$ cat src/rtl/pmt_pkg.sv
// Shared types and constants of the prescaled match timer.
`timescale 1ns / 1ps

package pmt_pkg;

  // Width of a register word on the request and result channels.
  localparam int unsigned DataW = 32;
  // Width of the stored divider setting.
  localparam int unsigned DivW = 8;

  // Request action codes.
  localparam logic [1:0] ACT_TICK  = 2'd0;
  localparam logic [1:0] ACT_READ  = 2'd1;
  localparam logic [1:0] ACT_WRITE = 2'd2;

  // Register word offsets.
  localparam logic [2:0] REG_CTL       = 3'd0;
  localparam logic [2:0] REG_COUNT     = 3'd1;
  localparam logic [2:0] REG_PRESCALE  = 3'd2;
  localparam logic [2:0] REG_PRE_COUNT = 3'd3;
  localparam logic [2:0] REG_MATCH     = 3'd4;
  localparam logic [2:0] REG_DIVIDER   = 3'd5;
  localparam logic [2:0] REG_IRQ_CTL   = 3'd6;
  localparam logic [2:0] REG_STATUS    = 3'd7;

  // Bit positions within the control, interrupt control and status words.
  localparam int unsigned CTL_ENABLE_BIT   = 0;
  localparam int unsigned IC_ENABLE_BIT    = 0;
  localparam int unsigned IC_DISABLE_BIT   = 8;
  localparam int unsigned IC_CLR_MATCH_BIT = 16;
  localparam int unsigned IC_CLR_WRAP_BIT  = 17;
  localparam int unsigned ST_MATCH_BIT     = 0;
  localparam int unsigned ST_WRAP_BIT      = 2;

  // One result of a request.
  typedef struct packed {
    logic [DataW-1:0] read_data;
    logic             irq;
  } pmt_result_t;

  // Flag state exported by the register file.
  typedef struct packed {
    logic run_enable;
    logic match_irq_enable;
    logic match_pending;
    logic wrap_pending;
  } pmt_status_t;

endpackage

$ cat src/rtl/prescaled_match_timer.sv
// Top level of the prescaled match timer.
`timescale 1ns / 1ps

// The timer takes one request per clock cycle (a tick, a register read or a
// register write) and gives exactly one result per request: the read data
// (zero for ticks and writes) and the irq level after the request. The
// register update is a single pass of logic at acceptance; the result is
// registered in the result register, or in the skid stage if that is full.
// The two-entry output buffer lets requests keep flowing while a result
// waits; req_ready drops only when both entries are full.

module prescaled_match_timer #(
  parameter int unsigned COUNTER_WIDTH = 32
) (
  input  logic        clk,
  input  logic        rst,
  input  logic        req_valid,
  output logic        req_ready,
  input  logic [1:0]  action,
  input  logic [2:0]  reg_index,
  input  logic [31:0] write_data,
  output logic        rsp_valid,
  input  logic        rsp_ready,
  output logic [31:0] read_data,
  output logic        irq
);
  import pmt_pkg::*;

  logic        take;
  pmt_result_t new_result;
  pmt_result_t rsp_data;
  pmt_status_t status;

  assign take = req_valid & req_ready;

  // Register file and per-request logic.
  pmt_regs #(
    .COUNTER_WIDTH(COUNTER_WIDTH)
  ) u_regs (
    .clk       (clk),
    .rst       (rst),
    .take      (take),
    .action    (action),
    .reg_index (reg_index),
    .write_data(write_data),
    .result    (new_result),
    .status    (status)
  );

  // Output buffer.
  pmt_skid u_skid (
    .clk       (clk),
    .rst       (rst),
    .push      (take),
    .push_data (new_result),
    .push_ready(req_ready),
    .rsp_valid (rsp_valid),
    .rsp_ready (rsp_ready),
    .rsp_data  (rsp_data)
  );

  assign read_data = rsp_data.read_data;
  assign irq       = rsp_data.irq;

`ifndef SYNTHESIS
  // Back-pressure only happens with a result waiting at the output.
  a_ready_implies_result: assert property (@(posedge clk) disable iff (rst)
    !req_ready |-> rsp_valid)
    else $error("request blocked with no result pending");

  // A tick while stopped leaves all flags unchanged.
  a_stopped_tick: assert property (@(posedge clk) disable iff (rst)
    (take && action == ACT_TICK && !status.run_enable) |=> $stable(status))
    else $error("flags changed on a tick while stopped");

  // Clearing match pending through interrupt control takes effect at once.
  a_clear_match: assert property (@(posedge clk) disable iff (rst)
    (take && action == ACT_WRITE && reg_index == REG_IRQ_CTL &&
     write_data[IC_CLR_MATCH_BIT]) |=> !status.match_pending)
    else $error("match pending not cleared");
`endif

endmodule

$ cat src/rtl/pmt_regs.sv
// Timer register file: tick, read and write handling for one request.
`timescale 1ns / 1ps

module pmt_regs #(
  parameter int unsigned COUNTER_WIDTH = 32
) (
  input  logic                      clk,
  input  logic                      rst,
  input  logic                      take,
  input  logic [1:0]                action,
  input  logic [2:0]                reg_index,
  input  logic [pmt_pkg::DataW-1:0] write_data,
  output pmt_pkg::pmt_result_t      result,
  output pmt_pkg::pmt_status_t      status
);
  import pmt_pkg::*;

  logic                     run_enable, run_enable_next;
  logic [COUNTER_WIDTH-1:0] count_value, count_value_next;
  logic [DataW-1:0]         prescale_value, prescale_value_next;
  logic [DataW-1:0]         prescale_count, prescale_count_next;
  logic [DataW-1:0]         match_value, match_value_next;
  logic [DivW-1:0]          divider_setting, divider_setting_next;
  logic                     match_irq_enable, match_irq_enable_next;
  logic                     match_pending, match_pending_next;
  logic                     wrap_pending, wrap_pending_next;
  logic [DataW-1:0]         read_word;

  // Next state and read data for the request at the port.
  always_comb begin
    run_enable_next       = run_enable;
    count_value_next      = count_value;
    prescale_value_next   = prescale_value;
    prescale_count_next   = prescale_count;
    match_value_next      = match_value;
    divider_setting_next  = divider_setting;
    match_irq_enable_next = match_irq_enable;
    match_pending_next    = match_pending;
    wrap_pending_next     = wrap_pending;
    read_word             = '0;
    case (action)
      ACT_TICK: begin
        if (run_enable) begin
          // A prescale count at or above the limit counts as reached.
          if (prescale_count >= prescale_value) begin
            prescale_count_next = '0;
            count_value_next    = count_value + 1'b1;
            if (&count_value) begin
              wrap_pending_next = 1'b1;
            end
            if (DataW'(count_value_next) == match_value) begin
              match_pending_next = 1'b1;
            end
          end else begin
            prescale_count_next = prescale_count + 1'b1;
          end
        end
      end
      ACT_READ: begin
        case (reg_index)
          REG_CTL:       read_word[CTL_ENABLE_BIT] = run_enable;
          REG_COUNT:     read_word = DataW'(count_value);
          REG_PRESCALE:  read_word = prescale_value;
          REG_PRE_COUNT: read_word = prescale_count;
          REG_MATCH:     read_word = match_value;
          REG_DIVIDER:   read_word = DataW'(divider_setting);
          REG_IRQ_CTL:   read_word[IC_ENABLE_BIT] = match_irq_enable;
          default: begin
            read_word[ST_MATCH_BIT] = match_pending;
            read_word[ST_WRAP_BIT]  = wrap_pending;
          end
        endcase
      end
      ACT_WRITE: begin
        case (reg_index)
          REG_CTL:       run_enable_next = write_data[CTL_ENABLE_BIT];
          REG_COUNT:     count_value_next = write_data[COUNTER_WIDTH-1:0];
          REG_PRESCALE:  prescale_value_next = write_data;
          REG_PRE_COUNT: prescale_count_next = write_data;
          REG_MATCH:     match_value_next = write_data;
          REG_DIVIDER:   divider_setting_next = write_data[DivW-1:0];
          REG_IRQ_CTL: begin
            // Disable wins over enable when both bits are set.
            if (write_data[IC_ENABLE_BIT]) begin
              match_irq_enable_next = 1'b1;
            end
            if (write_data[IC_DISABLE_BIT]) begin
              match_irq_enable_next = 1'b0;
            end
            if (write_data[IC_CLR_MATCH_BIT]) begin
              match_pending_next = 1'b0;
            end
            if (write_data[IC_CLR_WRAP_BIT]) begin
              wrap_pending_next = 1'b0;
            end
          end
          default: ;
        endcase
      end
      default: ;
    endcase
  end

  // The result reflects the state after the request.
  assign result.read_data = read_word;
  assign result.irq       = match_pending_next & match_irq_enable_next;

  assign status.run_enable       = run_enable;
  assign status.match_irq_enable = match_irq_enable;
  assign status.match_pending    = match_pending;
  assign status.wrap_pending     = wrap_pending;

  // State registers, updated once per accepted request.
  always_ff @(posedge clk) begin
    if (rst) begin
      run_enable       <= 1'b0;
      count_value      <= '0;
      prescale_value   <= '0;
      prescale_count   <= '0;
      match_value      <= '0;
      divider_setting  <= '0;
      match_irq_enable <= 1'b0;
      match_pending    <= 1'b0;
      wrap_pending     <= 1'b0;
    end else if (take) begin
      run_enable       <= run_enable_next;
      count_value      <= count_value_next;
      prescale_value   <= prescale_value_next;
      prescale_count   <= prescale_count_next;
      match_value      <= match_value_next;
      divider_setting  <= divider_setting_next;
      match_irq_enable <= match_irq_enable_next;
      match_pending    <= match_pending_next;
      wrap_pending     <= wrap_pending_next;
    end
  end

endmodule

$ cat src/rtl/pmt_skid.sv
// Result register with a skid stage towards the result channel.
`timescale 1ns / 1ps

module pmt_skid (
  input  logic                 clk,
  input  logic                 rst,
  input  logic                 push,
  input  pmt_pkg::pmt_result_t push_data,
  output logic                 push_ready,
  output logic                 rsp_valid,
  input  logic                 rsp_ready,
  output pmt_pkg::pmt_result_t rsp_data
);
  import pmt_pkg::*;

  logic        out_valid;
  pmt_result_t out_data;
  logic        skid_valid;
  pmt_result_t skid_data;
  logic        pop;

  assign pop        = out_valid & rsp_ready;
  assign push_ready = ~skid_valid;
  assign rsp_valid  = out_valid;
  assign rsp_data   = out_data;

  // Valid flags of the two entries.
  always_ff @(posedge clk) begin
    if (rst) begin
      out_valid  <= 1'b0;
      skid_valid <= 1'b0;
    end else if (pop) begin
      if (skid_valid) begin
        skid_valid <= push;
      end else begin
        out_valid <= push;
      end
    end else if (push) begin
      if (out_valid) begin
        skid_valid <= 1'b1;
      end else begin
        out_valid <= 1'b1;
      end
    end
  end

  // Payload of the two entries; the older result always sits in front.
  always_ff @(posedge clk) begin
    if (pop && skid_valid) begin
      out_data <= skid_data;
      if (push) begin
        skid_data <= push_data;
      end
    end else if (push) begin
      if (out_valid && !pop) begin
        skid_data <= push_data;
      end else begin
        out_data <= push_data;
      end
    end
  end

endmodule
$ cat config.mk
export PLATFORM = sky130hd
export DESIGN_NAME = prescaled_match_timer
export DESIGN_NICKNAME = d
export VERILOG_FILES = /design/src/rtl/pmt_pkg.sv /design/src/rtl/prescaled_match_timer.sv /design/src/rtl/pmt_regs.sv /design/src/rtl/pmt_skid.sv
export SDC_FILE = /design/constraint.sdc
export NUM_CORES = 1
export LEC_CHECK = 0
export ABC_CLOCK_PERIOD_IN_PS = 7670
export BUFFER_PORTS_ARGS = -buffer_cell sky130_fd_sc_hd__buf_2
export CAP_MARGIN = 40
export CORE_UTILIZATION = 35
export DETAILED_ROUTE_END_ITERATION = 7
export HOLD_SLACK_MARGIN = 0.03
export SLEW_MARGIN = 20
export SYNTH_ARGS = -nofsm -noshare
export SYNTH_HDL_FRONTEND = slang
export SYNTH_HIERARCHICAL = 1
export SYNTH_SLANG_ARGS = --single-unit
$ cat constraint.sdc
create_clock -name clk -period 7.67 [get_ports clk]
set_input_delay 0 -clock clk [delete_from_list [all_inputs] [get_ports clk]]
set_output_delay 0 -clock clk [all_outputs]
set_load 0.005 [all_outputs]
==> impl_results.md, run 1 <==
- Maxcap violations: 0
- Via density: 6.04
- Worst path slowest cell: nor2_2
- DIE AREA: 36600 sq um
- Clock Pin Slew Worst Setup and Hold Paths: 0.06 ns
- Fin util: 41.5%
- Final period utilization: 46.9%
- Initial core utilization: between 30% and 40%
- Port Buf Inserts: 75
- CTS Buf Count: 25
- Final instance area: 14500 sq um
- Mapped Cells: 1497
- Total GRT Usage: 24.2%
- Pwr Density: around 180 nW/um^2
- Crit path buffers/inverters: 2
- Final wirelength: 44600 microns
- Number of global-route vias before repair: 11100
- Vias: 12200
- Maximum clock rate: 278 MHz
- Die Y: approximately 190 microns
- Hold Crit Class: input pin to flip-flop
- CTS max path bufs: 3
- Ports: 76
- Layout cell share with drive strength beyond 1: 13.5%
- Antenna Nets Post-Route: 0
- RSZ-0062 raised after global routing: no
- Iter 0 DRT Violations: 1327
- NumNets Final: 1618
- Clk sinks: 208
- Antenna Cells: 0
- Max incr delay on CP: between 0.5 and 0.6 ns
- Mapped Avg Cell Area: 8.38 sq um
- Largest delay share family, worst path: compound AO/OA/AOI/OAI gates
- Worst Hold Path Cells: 3
- # hold bufs at CTS: 41
- Filler Cell Count: between 3000 and 4000
- Arrival @ worst endpoint: 4.05 ns
- Pre-CTS WS: approximately 4.1 ns
- Post-DP Area: 13200 sq um
- Post-CTS setup buffer count: 0
- Clock Latency Late Sink: 0.54 ns
- CP Class: flip-flop to flip-flop
- Rows: 68
- Worst vdd ir: approximately 0.19 mV
- Worst slew pin tran: 0.845 ns
- Rel. slew slack: 43.7%
- Worst reg2reg path endpoint: u_regs/prescale_count[0]
- Core area: 34900 sq um
- Static leakage: between 0.004 and 0.005 uW
- Final worst slack: 4.07 ns
- Clock tree root buffer cell: clkbuf_16
- Setup Skew: between 0.01 and 0.015 ns
- Grt total ovfl: 0
- Largest net degree at the start of global routing: 70
- CP Max Fanout: 18
- # DRC: 0
- Initial antenna violation count: 0
- First-pass GRT wire length: between 60000 and 70000 microns
- Final setup viols: 0
- R2r worst-path depth: 11
- Fin crit period: 3.60 ns
- Reg2reg setup slack: 4.07 ns
- Final GP Congestion: between 0.8 and 0.9
- WL/cell: 22.2 microns
- Cell area after synthesis: 12500 sq um
- TritonCTS clock tree: built
- Synth warn: 6
- Post-DP HPWL: 30700 microns
- Die Wd: 191 microns
- Syn nets: 1572
- Fin. Hold Viols: 0
- CP Launch Type: flip-flop
- Status: complete, no violations
- Hold Path End: u_skid/skid_data[1]
- H-tree levels: 1
- Final Max Slew Viols: 0
- Setup_tns: 0 ns
- Cells resized by post-CTS repair: 0
- Crit-path cells: inv_1 > ha_1 > nand2b_4 > a2111oi_4 > nor3_1 > o41a_1 > o21a_1 > nor2_2 > buf_4 > a221oi_1 > a211oi_1
- Hold path start: reg_index[1]
- RR Startpoint: u_regs/prescale_count[0]
- DRT Pass-1 Iters: 6
- Critical Path Sink Type: flip-flop
- Area growth, synth to finish: 15.5%
- Worst Path Required: 8.13 ns
per-layer routing:
layer  track usage, %  vias to the layer above  wire, microns
li1                 -                     5599              -
met1             35.0                     5919          20300
met2             36.5                      557          19500
met3             3.52                       90           3580
met4             7.84                        0           1200
met5                0                        -              0
worst max path at each step:
| stage | end | cells after the start | start | slack [ns] |
|---|---|---|---|---|
| 3_5_place_dp | u_regs/prescale_count[0] | 11 | u_regs/prescale_count[0] | 4.14 |
| 2_1_floorplan | u_regs/prescale_count[23] | 11 | u_regs/prescale_count[0] | 4.77 |
| 6_report | u_regs/prescale_count[0] | 11 | u_regs/prescale_count[0] | 4.07 |
| 4_1_cts | u_regs/prescale_count[0] | 11 | u_regs/prescale_count[0] | 4.11 |
| 3_3_place_gp | u_regs/prescale_count[18] | 7 | reg_index[1] | 3.85 |
| 5_1_grt | u_regs/prescale_count[0] | 10 | u_regs/prescale_count[25] | 3.78 |
worst register-to-register path, stage by stage, from the launching register on:
cell	delay (ns)
dfxtp_1	0.41
inv_1	0.11
ha_1	0.28
nand2b_4	0.15
a2111oi_4	0.35
nor3_1	0.10
o41a_1	0.51
o21a_1	0.28
nor2_2	0.57
buf_4	0.38
a221oi_1	0.14
a211oi_1	0.23
power by group:
| part | switching [uW] | internal [uW] |
|---|---|---|
| registers | 13.0 | 1160 |
| logic | 152 | 70.8 |
| clock network | 497 | 677 |
| total | 662 | 1910 |
area by class of cell:
class | count | area, sq um | area share (%)
Timing Repair Buffer | 139 | 1040 | 7.17
Sequential cell | 208 | 4820 | 33.3
Tap cell | 455 | 569 | 3.93
Clock inverter | 10 | 109 | 0.752
Clock buffer | 34 | 669 | 4.62
Inverter | 47 | 176 | 1.22
Multi-Input combinational cell | 1122 | 7090 | 49.0
registers in the layout, summed over array words and instances (netlist names):
signal / count
u_regs/run_enable: 1
u_skid/skid_valid: 1
u_regs/match_value: 32
u_regs/prescale_count: 32
u_regs/match_irq_enable: 1
u_skid/skid_data: 33
u_regs/count_value: 32
u_skid/rsp_data: 33
u_regs/divider_setting: 8
u_skid/rsp_valid: 1
u_regs/wrap_pending: 1
u_regs/prescale_value: 32
u_regs/match_pending: 1
stage by stage:
step | cells | power, uW | hold WS, ns
5_1_grt | 2015 | 2650 | 0.158
3_3_place_gp | 1921 | 1390 | 0.277
3_5_place_dp | 1927 | 1400 | 0.280
2_1_floorplan | 1497 | 1300 | 0.0691
4_1_cts | 2012 | 2580 | 0.0951
6_report | 2015 | 2570 | 0.107
placed cells by master (no fill, tap or decap), types with 41 or more instances in the layout:
cell type and count:
nand2_1 223, a21oi_1 192, dfxtp_1 142, buf_2 75, nand3_1 74, nor2_1 70, edfxtp_1 66, a22oi_1 54
inv_1 47, dlygate4sd3_1 41
(Power assumes the default switching activity.)
==> run 2: changes to the inputs <==
Settings changed: ABC_CLOCK_PERIOD_IN_PS 7670 to 2920.
Clock period 7.67 ns to 2.92 ns, I/O delays scaled along.
==> run 2 against run 1 <==
Setup slack worse by 4.1 ns. Clock-buffer cell count is 6 lower. Sequential power grew to 2.6 times the previous value. First-iteration DRC count is 7.2% higher. Worst hold slack worse by 0.038 ns. Register-to-register slack worse by 4.1 ns. Global-route usage is 0.80 points higher. Sequential cell count stayed put. Critical endpoint is now u_regs/prescale_count[18]. Largest cell class unchanged. Largest power group is now the clock network.
==> impl_results.md, run 2 (synthesized netlist as in run 1, its figures left out) <==
- WL/cell: 21.8 microns (-1.8%)
- Worst path slowest cell: or4_4
- Final setup viols: 0 (unchanged)
- Initial antenna violation count: 1 (+1)
- Vias: 12500 (+2.8%)
- Critical Path Sink Type: flip-flop
- Pwr Density: 444 nW/um^2 (+150%)
- Clk sinks: 208 (unchanged)
- RR Startpoint: u_regs/prescale_value[1]
- Hold Crit Class: input pin to flip-flop
- Grt total ovfl: 0 (unchanged)
- Final Max Slew Viols: 0 (unchanged)
- NumNets Final: 1732 (+7.0%)
- Clock Latency Late Sink: 0.55 ns (about the same)
- Hold path start: req_valid
- Worst vdd ir: 0.357 mV (+88%)
- Die Y: 191 microns (unchanged)
- Clock tree root buffer cell: clkbuf_16
- CP Launch Type: flip-flop
- Worst slew pin tran: 0.827 ns (-0.0173 ns)
- Status: complete, no violations
- Commonest non-fill, non-tap cell in the layout: nand2_1
- Initial core utilization: 36.0% (unchanged)
- Area growth, synth to finish: 24.5%
- Final GP Congestion: 0.950 (+6.2%)
- # DRC: 0 (unchanged)
- DRT Pass-1 Iters: 6 (unchanged)
- Largest net degree at the start of global routing: 139 (+99%)
- CP Class: flip-flop to flip-flop
- Via density: 5.87 (-2.8%)
- Max incr delay on CP: 0.56 ns (about the same)
- Static leakage: 0.00540 uW (+15%)
- Fin crit period: 2.92 ns (-0.676 ns)
- Rel. slew slack: 44.8% (+1.2 points)
- CTS Buf Count: 25 (unchanged)
- Core area: 34900 sq um (unchanged)
- Crit path buffers/inverters: 1 (-1)
- Final period utilization: 100% (+53 points)
- First-pass GRT wire length: 69900 microns (+3.5%)
- Final worst slack: 0.00104 ns (-4.07 ns)
- Setup Skew: 0.0262 ns (+0.0153 ns)
- Final hold slack: 0.0686 ns (-0.0384 ns)
- Antenna Nets Post-Route: 0 (unchanged)
- Largest delay share family, worst path: compound AO/OA/AOI/OAI gates
- CTS max path bufs: 3 (unchanged)
- Crit-path cells: inv_1 > ha_4 > a2111oi_4 > nor3_2 > o41a_1 > o21a_2 > or2_4 > or4_4 > a41oi_2
- Post-DP HPWL: 32300 microns (+5.0%)
- Number of global-route vias before repair: 11700 (+5.5%)
- DIE AREA: 36600 sq um (unchanged)
- Layout cell share with drive strength beyond 1: 22.8% (+9.3 points)
- TritonCTS clock tree: built
- Worst Path Required: 3.37 ns (-4.76 ns)
- Maximum clock rate: 343 MHz (+23%)
- Setup_tns: 0 ns (unchanged)
- Final wirelength: 46400 microns (+3.9%)
- Ports: 76 (unchanged)
- H-tree levels: 1 (unchanged)
- RSZ-0062 raised after global routing: yes
- Clock Pin Slew Worst Setup and Hold Paths: 0.07 ns (about the same)
- Port Buf Inserts: 75 (unchanged)
- Rows: 68 (unchanged)
- Iter 0 DRT Violations: 1423 (+7.2%)
- Pre-CTS WS: -0.146 ns (-4.29 ns)
- Total GRT Usage: 25.0% (+0.80 points)
- CP Max Fanout: 6 (-12)
- Maxcap violations: 0 (unchanged)
- Crit path from: u_regs/prescale_value[1]
- Antenna Cells: 0 (unchanged)
- Most frequent cells in the layout: nand2_1 (222), a21oi_1 (190), buf_4 (134), dfxtp_1 (128), buf_2 (74)
- Arrival @ worst endpoint: 3.37 ns (-0.68 ns)
- Fin. Hold Viols: 0 (unchanged)
- Die Wd: 191 microns (unchanged)
run 2: worst paths after layout:
| path | depth (start not counted) | slack [ns] | end |
|---|---|---|---|
| worst max-delay path | 9 | 0.001 | u_regs/prescale_count[18] |
| worst min-delay path | 4 | 0.07 | u_regs/match_irq_enable |
| worst max register to register | 9 | 0.001 | u_regs/prescale_count[18] |
| worst min register to register | 2 | 0.47 | u_regs/prescale_value[3] |
run 2: worst min-delay path: cells and delay by family:
family                 cells  cell delay, ns
buffers and inverters      2            0.28
and+or+nand+nor            1            0.15
AOI/OAI and AO/OA          1            0.12
run 2: timing repair:
item	CTS	global route
endpoints found under the setup margin	24	25
pin swaps	3	18
hold buffers	37	0
setup buffers	0	5
gates cloned	2	0
resized for setup	9	48
endpoints found under the hold margin	137	0
run 2: cell type report:
type / instances / area (sq um)
timing repair buffer: 251 / 1860
multi-input combinational: 1124 / 7330
inverter: 47 / 176
fill: 3424 / 19300
sequential: 208 / 4840
clock buffer: 28 / 637
clock inverter: 18 / 198
tap: 455 / 569
run 2: layer usage:
layer	GRT usage [%]	vias up	part of all wire, %
met1	35.3	6060	45
met3	4.13	66	8.4
met5	0	-	0.015
met2	39.0	534	45
met4	6.81	2	2.1
li1	-	5843	-
run 2: through the flow:
step / util [%] / instance area, sq um / instances / power [uW]
floorplan: - / 12500 / 1497 / 3430
global placement: 40.3 / 14100 / 2039 / 3700
detailed placement: 40.4 / 14100 / 2040 / 3710
CTS: 43.9 / 15300 / 2125 / 6960
global route: 44.7 / 15600 / 2131 / 7150
finish: 44.7 / 15600 / 2131 / 6930
run 2: report_power, final:
group          internal (uW)  switching (uW)
logic                    225             431
clock network           1860            1350
registers               3040            28.7
